===== src/rtl/gswe_pkg.sv =====
package gswe_pkg;

  // Field widths
  localparam int POS_W     = 18;
  localparam int W_W       = 18;
  localparam int GRAD_W    = 32;
  localparam int NODE_W    = 4;
  localparam int CFG_W     = 32;
  localparam int CFG_IDX_W = 1;
  localparam int FRAC_W    = 16;

  // Internal widths
  localparam int DIST_W   = 20;               // signed pos - offset
  localparam int K_W      = 19;               // |distance|, Q16
  localparam int S_W      = 34;               // axis value, Q34
  localparam int D_W      = 17;               // slope magnitude, Q17
  localparam int AX_W     = D_W + S_W;        // slope * other axis value
  localparam int SPLIT    = 25;               // low part of the split gradient multiply
  localparam int AX_HI_W  = AX_W - SPLIT;
  localparam int PHI_W    = AX_HI_W + CFG_W;
  localparam int PLO_W    = SPLIT + CFG_W;
  localparam int TOT_W    = AX_W + CFG_W + 1;
  localparam int MAG_W    = 31;
  localparam int WPROD_W  = 2 * S_W;
  localparam int W_SHIFT  = 52;
  localparam int G_SHIFT  = 51;
  localparam int WMAG_W   = WPROD_W - W_SHIFT;

  // Queue sizing
  localparam int QDEPTH = 4;
  localparam int QPTR_W = 2;
  localparam int QCNT_W = 3;

  // Configuration register indexes
  localparam logic [CFG_IDX_W-1:0] CFG_TWICE_INV_X = 1'b0;
  localparam logic [CFG_IDX_W-1:0] CFG_TWICE_INV_Y = 1'b1;
  localparam logic [CFG_W-1:0]     TWICE_INV_RESET = 32'h0001_0000;

  // Region edges in Q16
  localparam logic [K_W-1:0] HALF_CELL = 19'd32768;
  localparam logic [K_W-1:0] MID_EDGE  = 19'd98304;
  localparam logic [K_W-1:0] OUT_EDGE  = 19'd163840;
  localparam logic [K_W-1:0] TWO_CELL  = 19'd131072;

  localparam logic [S_W-1:0] S_SEVEN_EIGHTHS = S_W'(7) << 31;
  localparam logic [D_W-1:0] D_HALF_SLOPE    = D_W'(65536);

  localparam logic [WPROD_W-1:0] W_ROUND = WPROD_W'(1) << (W_SHIFT - 1);
  localparam logic [TOT_W-1:0]   G_ROUND = TOT_W'(1) << (G_SHIFT - 1);

  // Node offsets in cell half-widths
  localparam logic signed [2:0] NODE_OFF_X [16] = '{
    -3'sd1, 3'sd1, 3'sd1, -3'sd1, -3'sd3, -3'sd1, 3'sd1, 3'sd3,
    3'sd3, 3'sd3, 3'sd3, 3'sd1, -3'sd1, -3'sd3, -3'sd3, -3'sd3};
  localparam logic signed [2:0] NODE_OFF_Y [16] = '{
    -3'sd1, -3'sd1, 3'sd1, 3'sd1, -3'sd3, -3'sd3, -3'sd3, -3'sd3,
    -3'sd1, 3'sd1, 3'sd3, 3'sd3, 3'sd3, 3'sd3, 3'sd1, -3'sd1};

  typedef enum logic [1:0] {
    RG_INNER = 2'd0,
    RG_MID   = 2'd1,
    RG_OUTER = 2'd2,
    RG_ZERO  = 2'd3
  } region_t;

  typedef struct packed {
    logic [K_W-1:0] k;
    region_t        region;
    logic           neg;      // pos > offset, slope is negative
  } axis_t;

  typedef struct packed {
    axis_t ax;
    axis_t ay;
    logic  want;
    logic  last;
  } q_entry_t;

  typedef struct packed {
    logic [S_W-1:0] s;
    logic [D_W-1:0] d;
  } shape_t;

endpackage


===== src/rtl/gswe_in_if.sv =====
interface gswe_in_if import gswe_pkg::*; ();
  logic                     valid;
  logic                     ready;
  logic signed [POS_W-1:0]  pos_x;
  logic signed [POS_W-1:0]  pos_y;
  logic [NODE_W-1:0]        node_id;
  logic                     want_grad;
  logic                     last_node;

  modport source (output valid, pos_x, pos_y, node_id, want_grad, last_node, input ready);
  modport sink   (input valid, pos_x, pos_y, node_id, want_grad, last_node, output ready);
endinterface


===== src/rtl/gswe_front.sv =====
module gswe_front import gswe_pkg::*; (
  gswe_in_if.sink  in_ch,
  input  logic     q_full,
  output logic     q_push,
  output q_entry_t q_data
);

  // Distance to the node, its magnitude, sign and region
  function automatic axis_t classify(logic signed [POS_W-1:0] pos, logic signed [2:0] off);
    logic signed [DIST_W-1:0] d;
    logic [DIST_W-1:0]        mag;
    axis_t                    a;
    d     = DIST_W'(pos) - $signed({off[2], off, {FRAC_W{1'b0}}});
    mag   = d[DIST_W-1] ? DIST_W'(-d) : DIST_W'(d);
    a.k   = mag[K_W-1:0];
    a.neg = !d[DIST_W-1] && (d != '0);
    if (a.k <= HALF_CELL) begin
      a.region = RG_INNER;
    end else if (a.k <= MID_EDGE) begin
      a.region = RG_MID;
    end else if (a.k <= OUT_EDGE) begin
      a.region = RG_OUTER;
    end else begin
      a.region = RG_ZERO;
    end
    return a;
  endfunction

  assign in_ch.ready = !q_full;
  assign q_push      = in_ch.valid && !q_full;

  always_comb begin
    q_data.ax   = classify(in_ch.pos_x, NODE_OFF_X[in_ch.node_id]);
    q_data.ay   = classify(in_ch.pos_y, NODE_OFF_Y[in_ch.node_id]);
    q_data.want = in_ch.want_grad;
    q_data.last = in_ch.last_node;
  end

endmodule


===== src/flat_wrapper.sv =====
// flat-port wrapper written by rule: the top's interface ports become plain ports
module gswe_front_flat import gswe_pkg::*;
  (q_full, q_push, q_data, in_ch_valid, in_ch_pos_x, in_ch_pos_y, in_ch_node_id, in_ch_want_grad, in_ch_last_node, in_ch_ready);
  gswe_in_if in_ch_i ();
  input  logic q_full;
  output logic q_push;
  output q_entry_t q_data;
  input wire logic [$bits(in_ch_i.valid)-1:0] in_ch_valid;
  input wire logic [$bits(in_ch_i.pos_x)-1:0] in_ch_pos_x;
  input wire logic [$bits(in_ch_i.pos_y)-1:0] in_ch_pos_y;
  input wire logic [$bits(in_ch_i.node_id)-1:0] in_ch_node_id;
  input wire logic [$bits(in_ch_i.want_grad)-1:0] in_ch_want_grad;
  input wire logic [$bits(in_ch_i.last_node)-1:0] in_ch_last_node;
  output wire logic [$bits(in_ch_i.ready)-1:0] in_ch_ready;
  assign in_ch_i.valid = in_ch_valid;
  assign in_ch_i.pos_x = in_ch_pos_x;
  assign in_ch_i.pos_y = in_ch_pos_y;
  assign in_ch_i.node_id = in_ch_node_id;
  assign in_ch_i.want_grad = in_ch_want_grad;
  assign in_ch_i.last_node = in_ch_last_node;
  assign in_ch_ready = in_ch_i.ready;
  gswe_front u_core (.in_ch(in_ch_i), .q_full(q_full), .q_push(q_push), .q_data(q_data));
endmodule

===== config.mk =====
export PLATFORM = sky130hd
export DESIGN_NAME = gswe_front_flat
export DESIGN_NICKNAME = d
export VERILOG_FILES = /design/src/rtl/gswe_pkg.sv /design/src/rtl/gswe_in_if.sv /design/src/rtl/gswe_front.sv /design/src/flat_wrapper.sv
export SDC_FILE = /design/constraint.sdc
export NUM_CORES = 1
export LEC_CHECK = 0
export ABC_AREA = 0
export ABC_CLOCK_PERIOD_IN_PS = 3500
export BUFFER_PORTS_ARGS = -buffer_cell sky130_fd_sc_hd__buf_2
export CAP_MARGIN = 5
export CORE_MARGIN = 8
export CORE_UTILIZATION = 42
export DETAILED_ROUTE_END_ITERATION = 10
export PLACE_DENSITY = 0.77
export SETUP_SLACK_MARGIN = 0.15
export SYNTH_ARGS = -nofsm -noshare
export SYNTH_HDL_FRONTEND = slang
export SYNTH_SLANG_ARGS = --single-unit

===== constraint.sdc =====
create_clock -name vclk -period 3.5
set_clock_uncertainty 0.1 [all_clocks]
set_input_delay 0.175 -clock vclk [all_inputs]
set_output_delay 0.175 -clock vclk [all_outputs]
set_load 0.005 [all_outputs]

==> results.sh <==
export IMPL_syn_nets=290
export IMPL_drcViolationCount=0
export IMPL_grt_ovfl_total=0
export IMPL_slowest_delay_ns=0.46
export IMPL_slew_headroom=0.7049
export IMPL_pre_cts_ws_ns=-0.06987
export IMPL_layout_nets=390
export IMPL_ir_drop_uv=113.5
export IMPL_max_cap_violations=0
export IMPL_die_h_um=77.61
export IMPL_setup_ws_ns=0.1552
export IMPL_synth_most_common_cell="nor2_1"
export IMPL_pin_count=92
export IMPL_min_path_cells=0
export IMPL_p_per_area_nw_per_um2=247.2
export IMPL_antenna_found_initial=0
export IMPL_start_kind="primary input"
export IMPL_syn_to_final_growth_pct=50.55
export IMPL_grt_usage=0.1591
export IMPL_coreArea_um2=3661
export IMPL_hold_viol=0
export IMPL_yosysUniqueCellTypes=48
export IMPL_crit_fanout=4
export IMPL_syn_area_um2=1594
export IMPL_num_rows=22
export IMPL_slew_violations=0
export IMPL_grt_first_pass_wirelength_um=8714
export IMPL_arrival_ns=3.07
export IMPL_leakage_nw=1.086
export IMPL_multi_input_area_um2=1635
export IMPL_worst_pin_slew_ns=0.4387
export IMPL_nFlopsAndLatches=0
export IMPL_hp_start="in_ch_last_node"
export IMPL_synth_top_area_cell="xnor2_1"
export IMPL_path_cells="buf_8, inv_4, ha_4, mux2i_2, o21ai_2, ha_4, a21oi_4, a21o_1, nand3_2, o22a_1, or4_1, o41a_1, buf_4, mux2i_1, buf_2"
export IMPL_status="completed"
export IMPL_crit_path_top_delay_cell="or4_1"
export IMPL_drtIter0Drc=34
export IMPL_wl_um=5457
export IMPL_vias_per_cell=5.559
export IMPL_yosys_top_cells_count="nor2_1 (23), xnor2_1 (21), a21oi_1 (18)"
export IMPL_synth_top_area_frac=0.1154
export IMPL_synthTopCellsByArea="xnor2_1 (12%), ha_1 (11%), xor2_1 (8.8%)"
export IMPL_syn_inst=230
export IMPL_fin_crit_ns=3.345
export IMPL_critPathKind="in2out"
export IMPL_num_antenna_cells=0
export IMPL_critPathRequiredTime_ns=3.22
export IMPL_vias=2090
export IMPL_grt_max_degree=13
export IMPL_portBuffers=88
export IMPL_dp_hpwl_um=4212
export IMPL_drive_gt1_frac=0.4512
export IMPL_dp_cells=364
export IMPL_end_kind="output port"
export IMPL_rsz0062_at_grt="true"
export IMPL_wire_per_inst_um=14.51
export IMPL_instances_no_fill=376
export IMPL_post_route_period_util=0.9556
export IMPL_nClkBuffers=0
export IMPL_setup_viol=0
export IMPL_start_util=0.4354
export IMPL_ys_warn_count=0
export IMPL_regArea_um2=0
export IMPL_syn_area_per_cell_um2=6.931
export IMPL_holdCritPathClass="in2out"
export IMPL_dieArea_um2=6023
export IMPL_yosysSeqAreaShare=0
export IMPL_whs_ns=0.2500
export IMPL_ant_nets=0
export IMPL_fillers=335
export IMPL_hold_end="q_data[0]"
export IMPL_gp_congestion=0.9250
export IMPL_fmax_ghz=0.2990
export IMPL_drtPass1Iterations=4
export IMPL_path_common_cell="ha_4"
export IMPL_fin_util=0.6555
export IMPL_fp_dieW_um=77.61
export IMPL_grt_pass1_vias=2023
## worst max-delay path, delay by kind of cell
kind / cells / cell delay, ns
AOI/OAI and AO/OA: 5 / 1.20
adders and majority gates: 2 / 0.53
buffers and inverters: 4 / 0.41
muxes: 2 / 0.22
and+or+nand+nor: 2 / 0.53
## per-stage QoR
step | TNS (ns) | area [µm²] | power [mW]
3_3_place_gp | 0 | 2098 | 0.5104
5_1_grt | -0.0009939 | 2400 | 0.6520
2_1_floorplan | 0 | 1595 | 0.2941
3_5_place_dp | -0.1229 | 2098 | 0.5186
6_report | 0 | 2400 | 0.5933
4_1_cts | 0 | 2232 | 0.5515
## logic make-up (layout without fill, tap and decap cells)
kind of cell	count (synthesis)	in the layout	share of synthesized area
adder cells (fa/ha/maj)	16	16	0.1350
AO/OA/AOI/OAI	58	58	0.2355
AND/OR/NAND/NOR	84	84	0.2928
multiplexers	8	8	0.05102
buffers and inverters	27	125	0.08242
XOR/XNOR	37	37	0.2033
## cell usage in the layout, fill, tap and decap left out, types with 4 or more instances in the layout
master	n
a21oi_1	15
a31oi_1	5
buf_2	86
buf_4	20
ha_1	8
ha_4	5
inv_1	12
mux2i_1	5
nand2_1	15
nor2_1	23
nor3_1	5
nor4_1	4
o21ai_0	8
o31ai_1	5
or3_1	6
xnor2_1	21
xor2_1	16
## worst max-delay path by stage
stage                     start          to  slack, ns  cells past startpoint
3_5_place_dp   in_ch_node_id[0]  q_data[25]      -0.07                     15
4_1_cts        in_ch_node_id[0]  q_data[25]       0.09                     16
6_report       in_ch_node_id[1]  q_data[25]       0.16                     15
3_3_place_gp   in_ch_node_id[0]  q_data[26]       0.03                     14
2_1_floorplan  in_ch_node_id[0]  q_data[26]       0.20                     13
5_1_grt        in_ch_node_id[1]  q_data[25]     -0.001                     15
## area by class of cell
class / count / area share
inverter: 14 / 0.02503
tap: 48 / 0.02503
timing repair buffer: 111 / 0.2685
multi-input combinational: 203 / 0.6814
## report_power, final
| part | internal [mW] | switching (mW) | leakage, nW | total, mW |
|---|---|---|---|---|
| combinational | 0.294 | 0.299 | 1.09 | 0.593 |
| clock | 0 | 0 | 0 | 0 |
| sequential | 0 | 0 | 0 | 0 |
| total | 0.294 | 0.299 | 1.09 | 0.593 |
## layer usage
layer  share of wire  wire length, µm  vias to the layer above  GRT usage
li1                -                -                     1025          -
met1            0.40             2199                      970     0.1731
met2            0.51             2775                       87     0.3049
met3           0.073              401                        8    0.03802
met4           0.015               81                        0    0.02453
met5               0                0                        -          0
## timing repair
| action | CTS | global route |
|---|---|---|
| hold buffers | 0 | 0 |
| endpoints found under the setup margin | 3 | 4 |
| setup buffers | 5 | 7 |
| gates resized for setup | 23 | 21 |
| pin swaps | 13 | 16 |
(Power assumes the default switching activity.)
