==> src/rtl/gswe_pkg.sv <==
package gswe_pkg;

  // Field widths
  localparam int POS_W     = 18;
  localparam int W_W       = 18;
  localparam int GRAD_W    = 32;
  localparam int NODE_W    = 4;
  localparam int CFG_W     = 32;
  localparam int CFG_IDX_W = 1;
  localparam int FRAC_W    = 16;

  // Internal widths
  localparam int DIST_W   = 20;               // signed pos - offset
  localparam int K_W      = 19;               // |distance|, Q16
  localparam int S_W      = 34;               // axis value, Q34
  localparam int D_W      = 17;               // slope magnitude, Q17
  localparam int AX_W     = D_W + S_W;        // slope * other axis value
  localparam int SPLIT    = 25;               // low part of the split gradient multiply
  localparam int AX_HI_W  = AX_W - SPLIT;
  localparam int PHI_W    = AX_HI_W + CFG_W;
  localparam int PLO_W    = SPLIT + CFG_W;
  localparam int TOT_W    = AX_W + CFG_W + 1;
  localparam int MAG_W    = 31;
  localparam int WPROD_W  = 2 * S_W;
  localparam int W_SHIFT  = 52;
  localparam int G_SHIFT  = 51;
  localparam int WMAG_W   = WPROD_W - W_SHIFT;

  // Queue sizing
  localparam int QDEPTH = 4;
  localparam int QPTR_W = 2;
  localparam int QCNT_W = 3;

  // Configuration register indexes
  localparam logic [CFG_IDX_W-1:0] CFG_TWICE_INV_X = 1'b0;
  localparam logic [CFG_IDX_W-1:0] CFG_TWICE_INV_Y = 1'b1;
  localparam logic [CFG_W-1:0]     TWICE_INV_RESET = 32'h0001_0000;

  // Region edges in Q16
  localparam logic [K_W-1:0] HALF_CELL = 19'd32768;
  localparam logic [K_W-1:0] MID_EDGE  = 19'd98304;
  localparam logic [K_W-1:0] OUT_EDGE  = 19'd163840;
  localparam logic [K_W-1:0] TWO_CELL  = 19'd131072;

  localparam logic [S_W-1:0] S_SEVEN_EIGHTHS = S_W'(7) << 31;
  localparam logic [D_W-1:0] D_HALF_SLOPE    = D_W'(65536);

  localparam logic [WPROD_W-1:0] W_ROUND = WPROD_W'(1) << (W_SHIFT - 1);
  localparam logic [TOT_W-1:0]   G_ROUND = TOT_W'(1) << (G_SHIFT - 1);

  // Node offsets in cell half-widths
  localparam logic signed [2:0] NODE_OFF_X [16] = '{
    -3'sd1, 3'sd1, 3'sd1, -3'sd1, -3'sd3, -3'sd1, 3'sd1, 3'sd3,
    3'sd3, 3'sd3, 3'sd3, 3'sd1, -3'sd1, -3'sd3, -3'sd3, -3'sd3};
  localparam logic signed [2:0] NODE_OFF_Y [16] = '{
    -3'sd1, -3'sd1, 3'sd1, 3'sd1, -3'sd3, -3'sd3, -3'sd3, -3'sd3,
    -3'sd1, 3'sd1, 3'sd3, 3'sd3, 3'sd3, 3'sd3, 3'sd1, -3'sd1};

  typedef enum logic [1:0] {
    RG_INNER = 2'd0,
    RG_MID   = 2'd1,
    RG_OUTER = 2'd2,
    RG_ZERO  = 2'd3
  } region_t;

  typedef struct packed {
    logic [K_W-1:0] k;
    region_t        region;
    logic           neg;      // pos > offset, slope is negative
  } axis_t;

  typedef struct packed {
    axis_t ax;
    axis_t ay;
    logic  want;
    logic  last;
  } q_entry_t;

  typedef struct packed {
    logic [S_W-1:0] s;
    logic [D_W-1:0] d;
  } shape_t;

endpackage

==> src/rtl/gswe_queue.sv <==
module gswe_queue import gswe_pkg::*; (
  input  logic     clk,
  input  logic     rst_n,
  input  logic     push,
  input  q_entry_t wr_data,
  output logic     full,
  output logic     valid,
  output q_entry_t rd_data,
  input  logic     pop
);

  q_entry_t            entry_r [QDEPTH];
  logic [QPTR_W-1:0]   wr_ptr_r, wr_ptr_nxt;
  logic [QPTR_W-1:0]   rd_ptr_r, rd_ptr_nxt;
  logic [QCNT_W-1:0]   count_r, count_nxt;
  logic                do_pop;

  assign full    = (count_r == QCNT_W'(QDEPTH));
  assign valid   = (count_r != '0);
  assign rd_data = entry_r[rd_ptr_r];
  assign do_pop  = pop && valid;

  // Pointer and fill count update
  always_comb begin
    wr_ptr_nxt = push   ? wr_ptr_r + 1'b1 : wr_ptr_r;
    rd_ptr_nxt = do_pop ? rd_ptr_r + 1'b1 : rd_ptr_r;
    count_nxt  = count_r + QCNT_W'(push) - QCNT_W'(do_pop);
  end

  always_ff @(posedge clk) begin
    if (!rst_n) begin
      wr_ptr_r <= '0;
      rd_ptr_r <= '0;
      count_r  <= '0;
    end else begin
      wr_ptr_r <= wr_ptr_nxt;
      rd_ptr_r <= rd_ptr_nxt;
      count_r  <= count_nxt;
    end
  end

  // Entry storage
  always_ff @(posedge clk) begin
    if (push) begin
      entry_r[wr_ptr_r] <= wr_data;
    end
  end

endmodule

==> config.mk <==
export PLATFORM = sky130hd
export DESIGN_NAME = gswe_queue
export DESIGN_NICKNAME = d
export VERILOG_FILES = /design/src/rtl/gswe_pkg.sv /design/src/rtl/gswe_queue.sv
export SDC_FILE = /design/constraint.sdc
export NUM_CORES = 1
export LEC_CHECK = 0
export ABC_AREA = 1
export BUFFER_PORTS_ARGS = -buffer_cell sky130_fd_sc_hd__clkbuf_2
export CAP_MARGIN = 40
export CELL_PAD_IN_SITES_DETAIL_PLACEMENT = 1
export CELL_PAD_IN_SITES_GLOBAL_PLACEMENT = 1
export CORE_UTILIZATION = 40
export CTS_BUF_LIST = sky130_fd_sc_hd__clkbuf_4
export DETAILED_ROUTE_END_ITERATION = 7
export PLACE_DENSITY_LB_ADDON = 0.1
export RECOVER_POWER = 50
export SLEW_MARGIN = 0
export SYNTH_ARGS = -nofsm -noshare
export SYNTH_HDL_FRONTEND = slang
export SYNTH_SLANG_ARGS = --single-unit
==> constraint.sdc <==
create_clock -name clk -period 2.6 [get_ports clk]
set_input_delay 0.13 -clock clk [delete_from_list [all_inputs] [get_ports clk]]
set_output_delay 0.13 -clock clk [all_outputs]
set_load 0.005 [all_outputs]
==> reports/summary.md, run 1 <==
### Critical path
* **type of the worst setup path** flip-flop to output port
* **Largest stage delay, worst path** 0.39 ns
* **maximum fanout count along the critical path** 28
* **critical path data required time** 2.47 ns
* **Top delay family on crit path** buffers and inverters
* **WP buf/inv** 3
* **data arrival time of the critical path** 2.09 ns
* **crit path cell chain** inv_2 > buf_4 > o21ai_0 > o22ai_1 > clkbuf_2
* **startpoint type of the worst setup path** flip-flop
* **Critical Path Sink Type** output port
* **Worst path slowest cell** inv_2

### Global route
* **number of antenna violations at the first check in global routing** 1
* **met1 global-route usage** 22.5%
* **met2 demand-to-capacity share in global routing** 31.9%
* **met3 track demand over resource** 4.26%
* **pin count of the biggest net entering global routing** 93
* **global router's overall resource usage** 18.4%
* **GR peak layer** met2
* **Congestion Overflow GR** 0
* **wire length of the first global-routing pass** 25000 um
* **number of global-route vias before repair** 4765

### Clocking
* **clock transition at the registers of the reported paths** 0.15 ns
* **number of clock sinks** 193
* **buffer depth of the longest clock path** 2
* **source-to-sink clock delay at the later pin of the worst-skew pair** 0.56 ns
* **H-Tree Level Count** 4
* **clock tree from TritonCTS** built
* **library cell used as clock root buffer** clkbuf_4
* **cts bufs inserted** 17
* **Resized Gates After CTS** 0

### Synth
* **post-synth net total** 563
* **top-area cell type share of the netlist area** 75.9%
* **leading cell types by total area after synthesis** edfxtp_1 76%, nor2_1 5.1%, o21ai_0 4.1%, o22ai_1 4.0%, dfxtp_1 2.5%
* **sequential-to-total area share from yosys stat** 78.4%
* **Synth Area per Inst** 14.4 um^2
* **combined area of all synthesized cells** 7280 um^2
* **cell taking the most area after synthesis** edfxtp_1
* **Yosys warning count** 0
* **Post-Synthesis Cells** 506
* **synthesis-stage register bit count** 193
* **post-synthesis cell type count** 19

### Route
* **overall routed net length** 16300 um
* **via count of the routed design** 4647
* **number of nets still failing antenna checks after routing** 0
* **detail-routed via count per cell** 5.19
* **WL per Instance** 18.2 um
* **number of remaining DRC errors** 0
* **drt initial violations** 295
* **drt first pass iters** 4

### Flow run
* **count of maximum capacitance violations** 0

### Pwr
* **Comb pwr share** 23.5%
* **sequential group share of total power** 52.4%
* **peak supply drop** 0.000346 V
* **PD cells** 788 nW/um^2
* **Psw** 2050 uW
* **clock network fraction of design power** 24.1%
* **static leakage power** 0.00305 uW
* **proportion of total power due to net switching** 29.7%
* **internal power of the cells** 4860 uW

### Floorplan
* **total die area** 18700 um^2
* **core outline area** 17500 um^2
* **initial cell density of the core** 41.5%
* **site row count** 48
* **vertical die dimension** 137 um
* **x dimension of the die** 137 um
* **number of placed I/O pins** 98

### Placement
* **DP Wirelength** 9160 um
* **placed cell areas** 8010 um^2
* **final weighted congestion in routability-driven placement** 0.685
* **Port Buffer Count** 97
* **pre-CTS setup slack** 0.858 ns

### Timing
* **setup repair after global routing missed its margin** no
* **slew at the pin closest to its max-slew limit** 0.833 ns
* **final worst-path cycle share** 85.4%
* **Fin Hold WS** 0.356 ns
* **Pins Over Slew Limit** 0
* **maximum achievable frequency** 451 MHz
* **Final Skew** 0.0171 ns
* **Hold Violations, Final** 0
* **Rel. slew slack** 44.4%
* **PnR worst setup slack** 0.381 ns
* **post-route minimum period** 2.22 ns
* **Setup Total Neg Slack** 0 ns
* **number of failing setup endpoints in the final timing report** 0

### Outcome
* **run status** finished clean

### Cells and area
* **finished layout cell area** 8760 um^2
* **final net count** 712
* **proportion of layout cells with a drive suffix above 1** 14.8%
* **growth of design area from synthesis to finish** 20.3%

### Min path
* **Worst Hold Class** primary input to flip-flop

flip-flops by register name (all words and copies together) (netlist names), named ones only:
signal and count:
count_r 3, entry_r 184, rd_ptr_r 2, wr_ptr_r 2
cell families (layout without fill, tap and decap cells):
logic type	after synthesis	in the layout	share of synthesized area [%]
compound gates	146	146	10.9
fa+ha+maj	7	7	1.31
simple gates	114	114	5.91
flops	193	193	78.4
buf+inv	46	208	3.57
other cells	0	2	0
final timing paths:
path	start	endpoint	slack [ns]	cells after the start
worst min register to register	rd_ptr_r[0]$_SDFFE_PN0P_	flip-flop	0.54	2
worst max-delay path	flip-flop	rd_data[42]	0.38	5
worst max register to register	wr_ptr_r[0]$_SDFFE_PN0P_	entry_r[3][6]$_DFFE_PP_	0.73	4
worst min-delay path	wr_data[13]	entry_r[3][13]$_DFFE_PP_	0.36	2
worst reg2reg max path, stage by stage, from the launching register on:
cell and delay, ns:
dfxtp_1 0.39, ha_1 0.16, nand2_1 0.05, inv_1 0.60, buf_4 0.35
cells in the final DEF (no fill, tap or decap):
master         Yosys  layout
o22ai_1           46      46
inv_1             15      13
fa_1               1       1
o21ai_1           34      34
a21boi_0           1       1
nand3_1            2       2
clkinvlp_4         0       1
clkbuf_4           0      18
bufinv_16          0       3
clkinv_2           0       4
clkinv_4           0       3
edfxtp_1         184     184
dfxtp_4            0       1
ha_1               6       6
dlygate4sd3_1      0      50
inv_2              1       3
inv_6              0       2
o21ai_0           60      60
a21oi_1            5       5
dfxtp_1            9       7
diode_2            0       2
nor2_1            98      98
clkinv_1           1       2
nand2_1           14      14
clkbuf_1          11      46
buf_4              1       7
clkbuf_2           0      51
dfxtp_2            0       1
buf_12             0       5
layout make-up:
| class | instances | area (um^2) |
|---|---|---|
| clock inverters | 14 | 164 |
| repair buffers | 159 | 1080 |
| multi-input cells | 267 | 1320 |
| clock buffers | 18 | 135 |
| inverters | 17 | 65.1 |
| diodes | 2 | 5.00 |
| fillers | 1829 | 8780 |
| flip-flops and latches | 193 | 5710 |
| well taps | 225 | 282 |
through the flow:
step,instances,power [uW],util [%]
2_1_floorplan,506,4650,-
6_report,895,6900,49.9
3_3_place_gp,811,5230,45.7
4_1_cts,893,7020,50.2
5_1_grt,895,7270,49.9
3_5_place_dp,811,5290,45.7
per-layer routing:
metal,up-vias,wire (um)
met5,-,0
met4,0,190
met3,15,715
met2,104,8420
met1,2346,6950
li1,2182,-
synth_stat cells:
library cell  count
edfxtp_1        184
nor2_1           98
o21ai_0          60
o22ai_1          46
o21ai_1          34
inv_1            15
nand2_1          14
clkbuf_1         11
buf_6            10
dfxtp_1           9
buf_2             7
ha_1              6
a21oi_1           5
nand3_1           2
a21boi_0          1
buf_4             1
clkinv_1          1
fa_1              1
inv_2             1
power by group through the flow:
stage	sequential, uW	combinational, uW	clock, uW
floorplan	3680	975	0
global route	3640	1830	1810
CTS	3620	1670	1720
finish	3620	1620	1660
detailed placement	3690	1600	0
global placement	3680	1550	0
what timing repair did:
| item | 4_1_cts | 5_1_grt |
|---|---|---|
| setup buffers | 0 | 0 |
| hold buffers | 50 | 0 |
| endpoints found under the setup margin | 0 | 0 |
| endpoints found under the hold margin | 193 | 0 |
Note: power is estimated with default switching activity, not from simulation.
==> inputs of run 2 (changes only) <==
--- a/config.mk
+++ b/config.mk
@@ -15,6 +15,7 @@
 export DETAILED_ROUTE_END_ITERATION = 7
 export PLACE_DENSITY_LB_ADDON = 0.1
 export RECOVER_POWER = 50
+export REMOVE_ABC_BUFFERS = 1
 export SLEW_MARGIN = 0
 export SYNTH_ARGS = -nofsm -noshare
 export SYNTH_HDL_FRONTEND = slang
==> run 2 against run 1 <==
  * Maximum frequency shrank 6.1%
  * First-iteration DRC count shrank 42%
  * Register-to-register slack lost 0.32 ns
  * Setup slack lost 0.14 ns
  * Core utilization is essentially flat
  * Clock skew grew 0.0024 ns
  * Largest power group unchanged
  * Die area is the same
  * Critical endpoint is now rd_data[38]
==> reports/summary.md, run 2 (synthesis results as in run 1) <==
### Floorplan
* **vertical die dimension** 137 um, unchanged
* **site row count** 48, unchanged
* **number of placed I/O pins** 98, unchanged
* **core outline area** 17500 um^2, unchanged
* **initial cell density of the core** 41.5%, unchanged
* **x dimension of the die** 137 um, unchanged
* **total die area** 18700 um^2, unchanged

### Clocking
* **cts bufs inserted** 17, unchanged
* **clock transition at the registers of the reported paths** 0.15 ns, about the same
* **library cell used as clock root buffer** clkbuf_4
* **source-to-sink clock delay at the later pin of the worst-skew pair** 0.56 ns, about the same
* **H-Tree Level Count** 4, unchanged
* **buffer depth of the longest clock path** 2, unchanged
* **number of clock sinks** 193, unchanged
* **Resized Gates After CTS** 0, unchanged
* **clock tree from TritonCTS** built

### Timing
* **Rel. slew slack** 10.9%, -34 points
* **post-route minimum period** 2.36 ns, +0.143 ns
* **Pins Over Slew Limit** 0, unchanged
* **final worst-path cycle share** 90.9%, +5.5 points
* **PnR worst setup slack** 0.237 ns, -0.143 ns
* **maximum achievable frequency** 423 MHz, -6.1%
* **number of failing setup endpoints in the final timing report** 0, unchanged
* **Final Skew** 0.0195 ns, +0.00238 ns
* **setup repair after global routing missed its margin** no
* **Hold Violations, Final** 0, unchanged
* **slew at the pin closest to its max-slew limit** 1.34 ns, +0.504 ns

### Cells and area
* **growth of design area from synthesis to finish** 20.2%, about the same
* **register ranked first by flip-flop count** entry_r
* **proportion of layout cells with a drive suffix above 1** 15.1%, +0.25 points
* **number of standard cells in the layout, taps in and fillers out** 896, +0.11%
* **commonest non-fill, non-tap cell in the layout** edfxtp_1
* **largest registers** entry_r x184, count_r x3
* **final net count** 714, +0.28%
* **top library cells by usage in the layout, fill and taps aside** 184 x edfxtp_1, 98 x nor2_1, 60 x o21ai_0
* **flip-flop count of the largest register, all copies and words added** 184, unchanged

### Global route
* **global router's overall resource usage** 18.7%, +0.28 points
* **number of global-route vias before repair** 4716, -1.0%
* **number of antenna violations at the first check in global routing** 1, unchanged
* **pin count of the biggest net entering global routing** 93, unchanged
* **wire length of the first global-routing pass** 25500 um, +1.8%
* **Congestion Overflow GR** 0, unchanged

### Critical path
* **setup slack on the worst flop-to-flop path** 0.41 ns, -0.32 ns
* **worst flop-to-flop path endpoint** entry_r[3][12]$_DFFE_PP_
* **critical path data required time** 2.47 ns, about the same
* **Critical Path Sink Type** output port
* **worst setup path endpoint** rd_data[38]
* **startpoint type of the worst setup path** flip-flop
* **Reg-to-Reg Start** wr_ptr_r[0]$_SDFFE_PN0P_
* **Worst Reg-to-Reg Cells** 4, unchanged
* **type of the worst setup path** flip-flop to output port
* **maximum fanout count along the critical path** 21, -25%
* **data arrival time of the critical path** 2.23 ns, +0.14 ns

### Pwr
* **internal power of the cells** 4890 uW, +0.67%
* **sequential group share of total power** 52.1%, -0.3 points
* **clock network fraction of design power** 24.2%, about the same
* **peak supply drop** 0.000325 V, -5.8%
* **PD cells** 795 nW/um^2, +0.80%
* **proportion of total power due to net switching** 29.7%, +0.051 points
* **Comb pwr share** 23.7%, +0.2 points
* **static leakage power** 0.00304 uW, -0.36%
* **Tot Pwr** 6960 uW, +0.74%
* **Psw** 2070 uW, +0.92%

### Route
* **drt initial violations** 170, -42%
* **drt first pass iters** 4, unchanged
* **via count of the routed design** 4610, -0.80%
* **detail-routed via count per cell** 5.15, -0.91%
* **number of remaining DRC errors** 0, unchanged
* **overall routed net length** 16900 um, +3.6%
* **number of nets still failing antenna checks after routing** 0, unchanged
* **WL per Instance** 18.8 um, +3.5%

### Placement
* **DP Wirelength** 10300 um, +13%
* **Port Buffer Count** 97, unchanged
* **pre-CTS setup slack** 0.745 ns, -0.113 ns
* **Placed Cells** 813, +0.25%
* **final weighted congestion in routability-driven placement** 0.720, +5.1%

### Min path
* **Worst Hold Class** primary input to flip-flop

### Outcome
* **run status** finished clean

### Flow run
* **count of maximum capacitance violations** 0, unchanged

run 2: changes by cell type in the layout (fill, tap and decap cells not counted), sizes merged:
cell / before / now
inv: 18 / 16
clkinv: 9 / 7
clkinvlp: 1 / 3
diode: 2 / 1
clkbuf: 115 / 118
buf: 12 / 13
run 2: worst min-delay path by stage:
| stage | startpoint | end | slack (ns) | depth (start not counted) |
|---|---|---|---|---|
| floorplan | rst_n | count_r[1]$_SDFF_PN0_ | 0.22 | 2 |
| global placement | wr_data[43] | entry_r[3][43]$_DFFE_PP_ | 0.35 | 1 |
| detailed placement | wr_data[43] | entry_r[0][43]$_DFFE_PP_ | 0.35 | 1 |
| CTS | wr_data[43] | entry_r[0][43]$_DFFE_PP_ | 0.25 | 2 |
| global route | wr_data[43] | entry_r[1][43]$_DFFE_PP_ | 0.32 | 2 |
| finish | wr_data[43] | entry_r[0][43]$_DFFE_PP_ | 0.36 | 2 |
run 2: per-layer routing:
| layer | global-route usage (%) | up-vias | wire length, um | part of all wire [%] |
|---|---|---|---|---|
| li1 | - | 2181 | - | - |
| met1 | 23.3 | 2309 | 7370 | 44 |
| met2 | 32.4 | 103 | 8600 | 51 |
| met3 | 4.26 | 17 | 661 | 3.9 |
| met4 | 5.68 | 0 | 220 | 1.3 |
| met5 | 0 | - | 0 | 0 |
run 2: cell type report:
class | instances | area (um^2)
sequential | 193 | 5710
clock inverter | 12 | 161
inverter | 17 | 63.8
multi-input combinational | 267 | 1320
clock buffer | 20 | 150
timing repair buffer | 161 | 1070
tap | 225 | 282
antenna | 1 | 2.50
fill | 1815 | 8780
run 2: repair_timing:
item                                   4_1_cts  5_1_grt
buffers inserted                             0        0
endpoints found under the hold margin      193        0
hold buffers                                50        0
run 2: through the flow:
stage	setup TNS, ns	instance area [um^2]	hold WS, ns	util [%]
final	0	8750	0.357	49.9
after global routing	0	8750	0.319	49.9
after CTS	0	8810	0.253	50.2
after detailed placement	0	8000	0.353	45.6
after global placement	0	8000	0.346	45.6
after floorplan	-20.77	7090	0.223	-
run 2: worst max-delay path, cell delays in order (launching register included):
cell and delay, ns:
dfxtp_2 0.35, clkinv_1 0.52, buf_4 0.45, o21ai_1 0.12, o22ai_1 0.11, clkbuf_2 0.12
run 2: power by group through the flow:
stage | Clock, uW | Sequential, uW | Combinational (uW)
2_1_floorplan | 0 | 3770 | 741
3_3_place_gp | 0 | 3690 | 1580
3_5_place_dp | 0 | 3690 | 1640
4_1_cts | 1750 | 3620 | 1710
5_1_grt | 1850 | 3640 | 1850
6_report | 1680 | 3620 | 1650
==> inputs of run 3 (changes only) <==
--- a/config.mk
+++ b/config.mk
@@ -5,7 +5,6 @@
 export SDC_FILE = /design/constraint.sdc
 export NUM_CORES = 1
 export LEC_CHECK = 0
-export ABC_AREA = 1
 export BUFFER_PORTS_ARGS = -buffer_cell sky130_fd_sc_hd__clkbuf_2
 export CAP_MARGIN = 40
 export CELL_PAD_IN_SITES_DETAIL_PLACEMENT = 1
==> run 3 against run 2 <==
  * Total power is 5.2% lower
  * Largest cell class unchanged
  * Final area fell by 0.37%
  * Highest routed layer unchanged
  * Combinational power fell by 21%
  * Maximum frequency grew 2.1%
  * Critical path type unchanged
  * Final cell count is 23% lower
  * Register-to-register slack lost 0.09 ns
==> reports/summary.md, run 3 <==
### Global route
* **Congestion Overflow GR** 0, unchanged
* **number of global-route vias before repair** 3839, -19%
* **wire length of the first global-routing pass** 20900 um, -18%
* **global router's overall resource usage** 15.9%, -2.8 points
* **pin count of the biggest net entering global routing** 37, -60%
* **number of antenna violations at the first check in global routing** 0, -1

### Timing
* **Pins Over Slew Limit** 0, unchanged
* **final worst-path cycle share** 89.0%, -1.8 points
* **slew at the pin closest to its max-slew limit** 1.29 ns, -0.0466 ns
* **setup repair after global routing missed its margin** no
* **maximum achievable frequency** 432 MHz, +2.1%
* **Hold Violations, Final** 0, unchanged
* **Rel. slew slack** 13.9%, +3.1 points
* **PnR worst setup slack** 0.285 ns, +0.0478 ns
* **number of failing setup endpoints in the final timing report** 0, unchanged
* **post-route minimum period** 2.31 ns, -0.0478 ns
* **Final Skew** 0.0138 ns, -0.00569 ns
* **Setup Total Neg Slack** 0 ns, unchanged
* **Fin Hold WS** 0.350 ns, -0.00668 ns

### Critical path
* **maximum fanout count along the critical path** 19, -9.5%
* **Largest stage delay, worst path** 0.63 ns, +0.11 ns
* **startpoint type of the worst setup path** flip-flop
* **critical path data required time** 2.47 ns, about the same
* **Worst path slowest cell** dfxtp_4
* **data arrival time of the critical path** 2.18 ns, -0.05 ns
* **type of the worst setup path** flip-flop to output port
* **Top delay family on crit path** flip-flops
* **crit path cell chain** buf_4 > mux4_1 > clkbuf_2
* **Critical Path Sink Type** output port
* **WP buf/inv** 2, -1

### Floorplan
* **total die area** 18500 um^2, -1.4%
* **core outline area** 17400 um^2, -0.68%
* **vertical die dimension** 136 um, -0.72%
* **site row count** 48, unchanged
* **initial cell density of the core** 41.2%, -0.32 points
* **x dimension of the die** 136 um, -0.72%
* **number of placed I/O pins** 98, unchanged

### Cells and area
* **flip-flop count of the largest register, all copies and words added** 184, unchanged
* **growth of design area from synthesis to finish** 21.5%
* **register ranked first by flip-flop count** entry_r
* **largest registers** entry_r x184, count_r x3
* **proportion of layout cells with a drive suffix above 1** 29.4%, +14 points
* **top library cells by usage in the layout, fill and taps aside** 184 x edfxtp_1, 51 x clkbuf_2, 50 x dlygate4sd3_1
* **final core utilization** 50.1%, +0.16 points
* **commonest non-fill, non-tap cell in the layout** edfxtp_1
* **# diodes** 0, -1
* **final net count** 510, -29%

### Placement
* **final weighted congestion in routability-driven placement** 0.690, -4.1%
* **Port Buffer Count** 97, unchanged
* **pre-CTS setup slack** 0.573 ns, -0.172 ns
* **DP Wirelength** 8640 um, -16%

### Pwr
* **Comb pwr share** 19.7%, -4.0 points
* **proportion of total power due to net switching** 25.2%, -4.5 points
* **internal power of the cells** 4930 uW, +0.90%
* **PD cells** 756 nW/um^2, -4.8%
* **sequential group share of total power** 56.3%, +4.2 points
* **Psw** 1660 uW, -20%
* **clock network fraction of design power** 23.9%, -0.3 points
* **Tot Pwr** 6600 uW, -5.2%
* **static leakage power** 0.00290 uW, -4.6%
* **peak supply drop** 0.000320 V, -1.6%

### Outcome
* **run status** finished clean

### Clocking
* **cts bufs inserted** 17, unchanged
* **number of clock sinks** 193, unchanged
* **buffer depth of the longest clock path** 2, unchanged
* **H-Tree Level Count** 4, unchanged
* **clock tree from TritonCTS** built
* **library cell used as clock root buffer** clkbuf_4
* **total setup buffers inserted after CTS** 0, unchanged
* **source-to-sink clock delay at the later pin of the worst-skew pair** 0.56 ns, about the same
* **clock transition at the registers of the reported paths** 0.16 ns, about the same

### Flow run
* **count of maximum capacitance violations** 0, unchanged

### Synth
* **Synth Area per Inst** 25.2 um^2, +75%
* **synthesis-stage register bit count** 193, unchanged
* **cell with the most instances after synthesis** edfxtp_1
* **Synth async-reset ratio** 0%, unchanged
* **combined area of all synthesized cells** 7180 um^2, -1.5%
* **leading cell types by total area after synthesis** edfxtp_1 77%, mux4_2 13%, dfxtp_1 2.5%, mux4_1 2.2%, buf_12 1.1%
* **most instantiated flip-flop cell in the synthesis netlist** edfxtp_1
* **number of enable flip-flop cells after synthesis** 184, unchanged
* **Post-Synthesis Cells** 285, -44%
* **post-synthesis cell type count** 22, +3
* **Yosys warning count** 0, unchanged
* **most instantiated cells after synthesis** 184 x edfxtp_1, 40 x mux4_2, 9 x dfxtp_1, 8 x and2_1
* **sequential-to-total area share from yosys stat** 79.5%, +1.2 points
* **top-area cell type share of the netlist area** 77.0%, +1.1 points
* **cell taking the most area after synthesis** edfxtp_1

### Route
* **overall routed net length** 13500 um, -20%
* **number of nets still failing antenna checks after routing** 0, unchanged
* **drt initial violations** 129, -24%
* **via count of the routed design** 3417, -26%
* **WL per Instance** 19.5 um, +3.8%
* **detail-routed via count per cell** 4.95, -3.9%
* **drt first pass iters** 4, unchanged
* **number of remaining DRC errors** 0, unchanged

### Min path
* **Worst Hold Class** primary input to flip-flop

## run 3: changes by cell type in the layout (fill, tap and decap cells not counted), sizes merged, moves of 7 or more
cell,previous run,this run
inv,16,9
o22ai,46,0
and2,0,8
mux4,0,46
nand2,14,2
nor2,98,0
o21ai,94,0
## run 3: cells by family after synthesis
kind of cell	count (synthesis)	synth area share (%)
multiplexers	50	15.3
AO/OA/AOI/OAI	2	0.244
adder cells (fa/ha/maj)	7	1.33
AND/OR/NAND/NOR	15	1.24
flip-flops	193	79.5
buffers and inverters	16	1.94
XOR/XNOR	2	0.436
## run 3: stage by stage
stage,instances,instance area (um^2)
after floorplan,275,7060
after CTS,691,8780
after global routing,691,8720
after global placement,609,8000
final,691,8720
after detailed placement,609,8000
## run 3: worst paths after layout
check                                               from                       end  slack, ns  cells after the start
worst max register to register  wr_ptr_r[0]$_SDFFE_PN0P_  entry_r[3][17]$_DFFE_PP_       0.32                      3
worst min register to register  rd_ptr_r[1]$_SDFFE_PN0P_                 flip-flop       0.49                      2
worst min-delay path                          wr_data[1]   entry_r[2][1]$_DFFE_PP_       0.35                      2
worst max-delay path                           flip-flop                rd_data[0]       0.29                      3
## run 3: final cells by class
type / instances / area, um^2
clock buffers: 19 / 143
clock inverters: 13 / 136
fillers: 1622 / 8700
inverters: 6 / 22.5
multi-input cells: 76 / 1330
flip-flops and latches: 193 / 5710
well taps: 225 / 282
repair buffers: 159 / 1090
## run 3: layer usage
metal  wire (um)  vias up  GRT usage, %  part of all wire, %
met5           0        -             0                    0
met4         128        0          4.63                 0.95
met3         662       13          5.03                  4.9
met2        6960       77          27.4                   52
met1        5750     1780          19.1                   43
li1            -     1547             -                    -
## run 3: power by group through the flow
stage | sequential [uW] | clock, uW | combinational, uW
floorplan | 3830 | 0 | 669
global placement | 3780 | 0 | 1270
detailed placement | 3800 | 0 | 1290
CTS | 3720 | 1640 | 1360
global route | 3740 | 1750 | 1440
finish | 3720 | 1580 | 1300
## run 3: repair_timing
item | 4_1_cts | 5_1_grt
hold endpoints to repair | 193 | 0
gates resized for setup | 0 | 0
hold buffers | 50 | 0
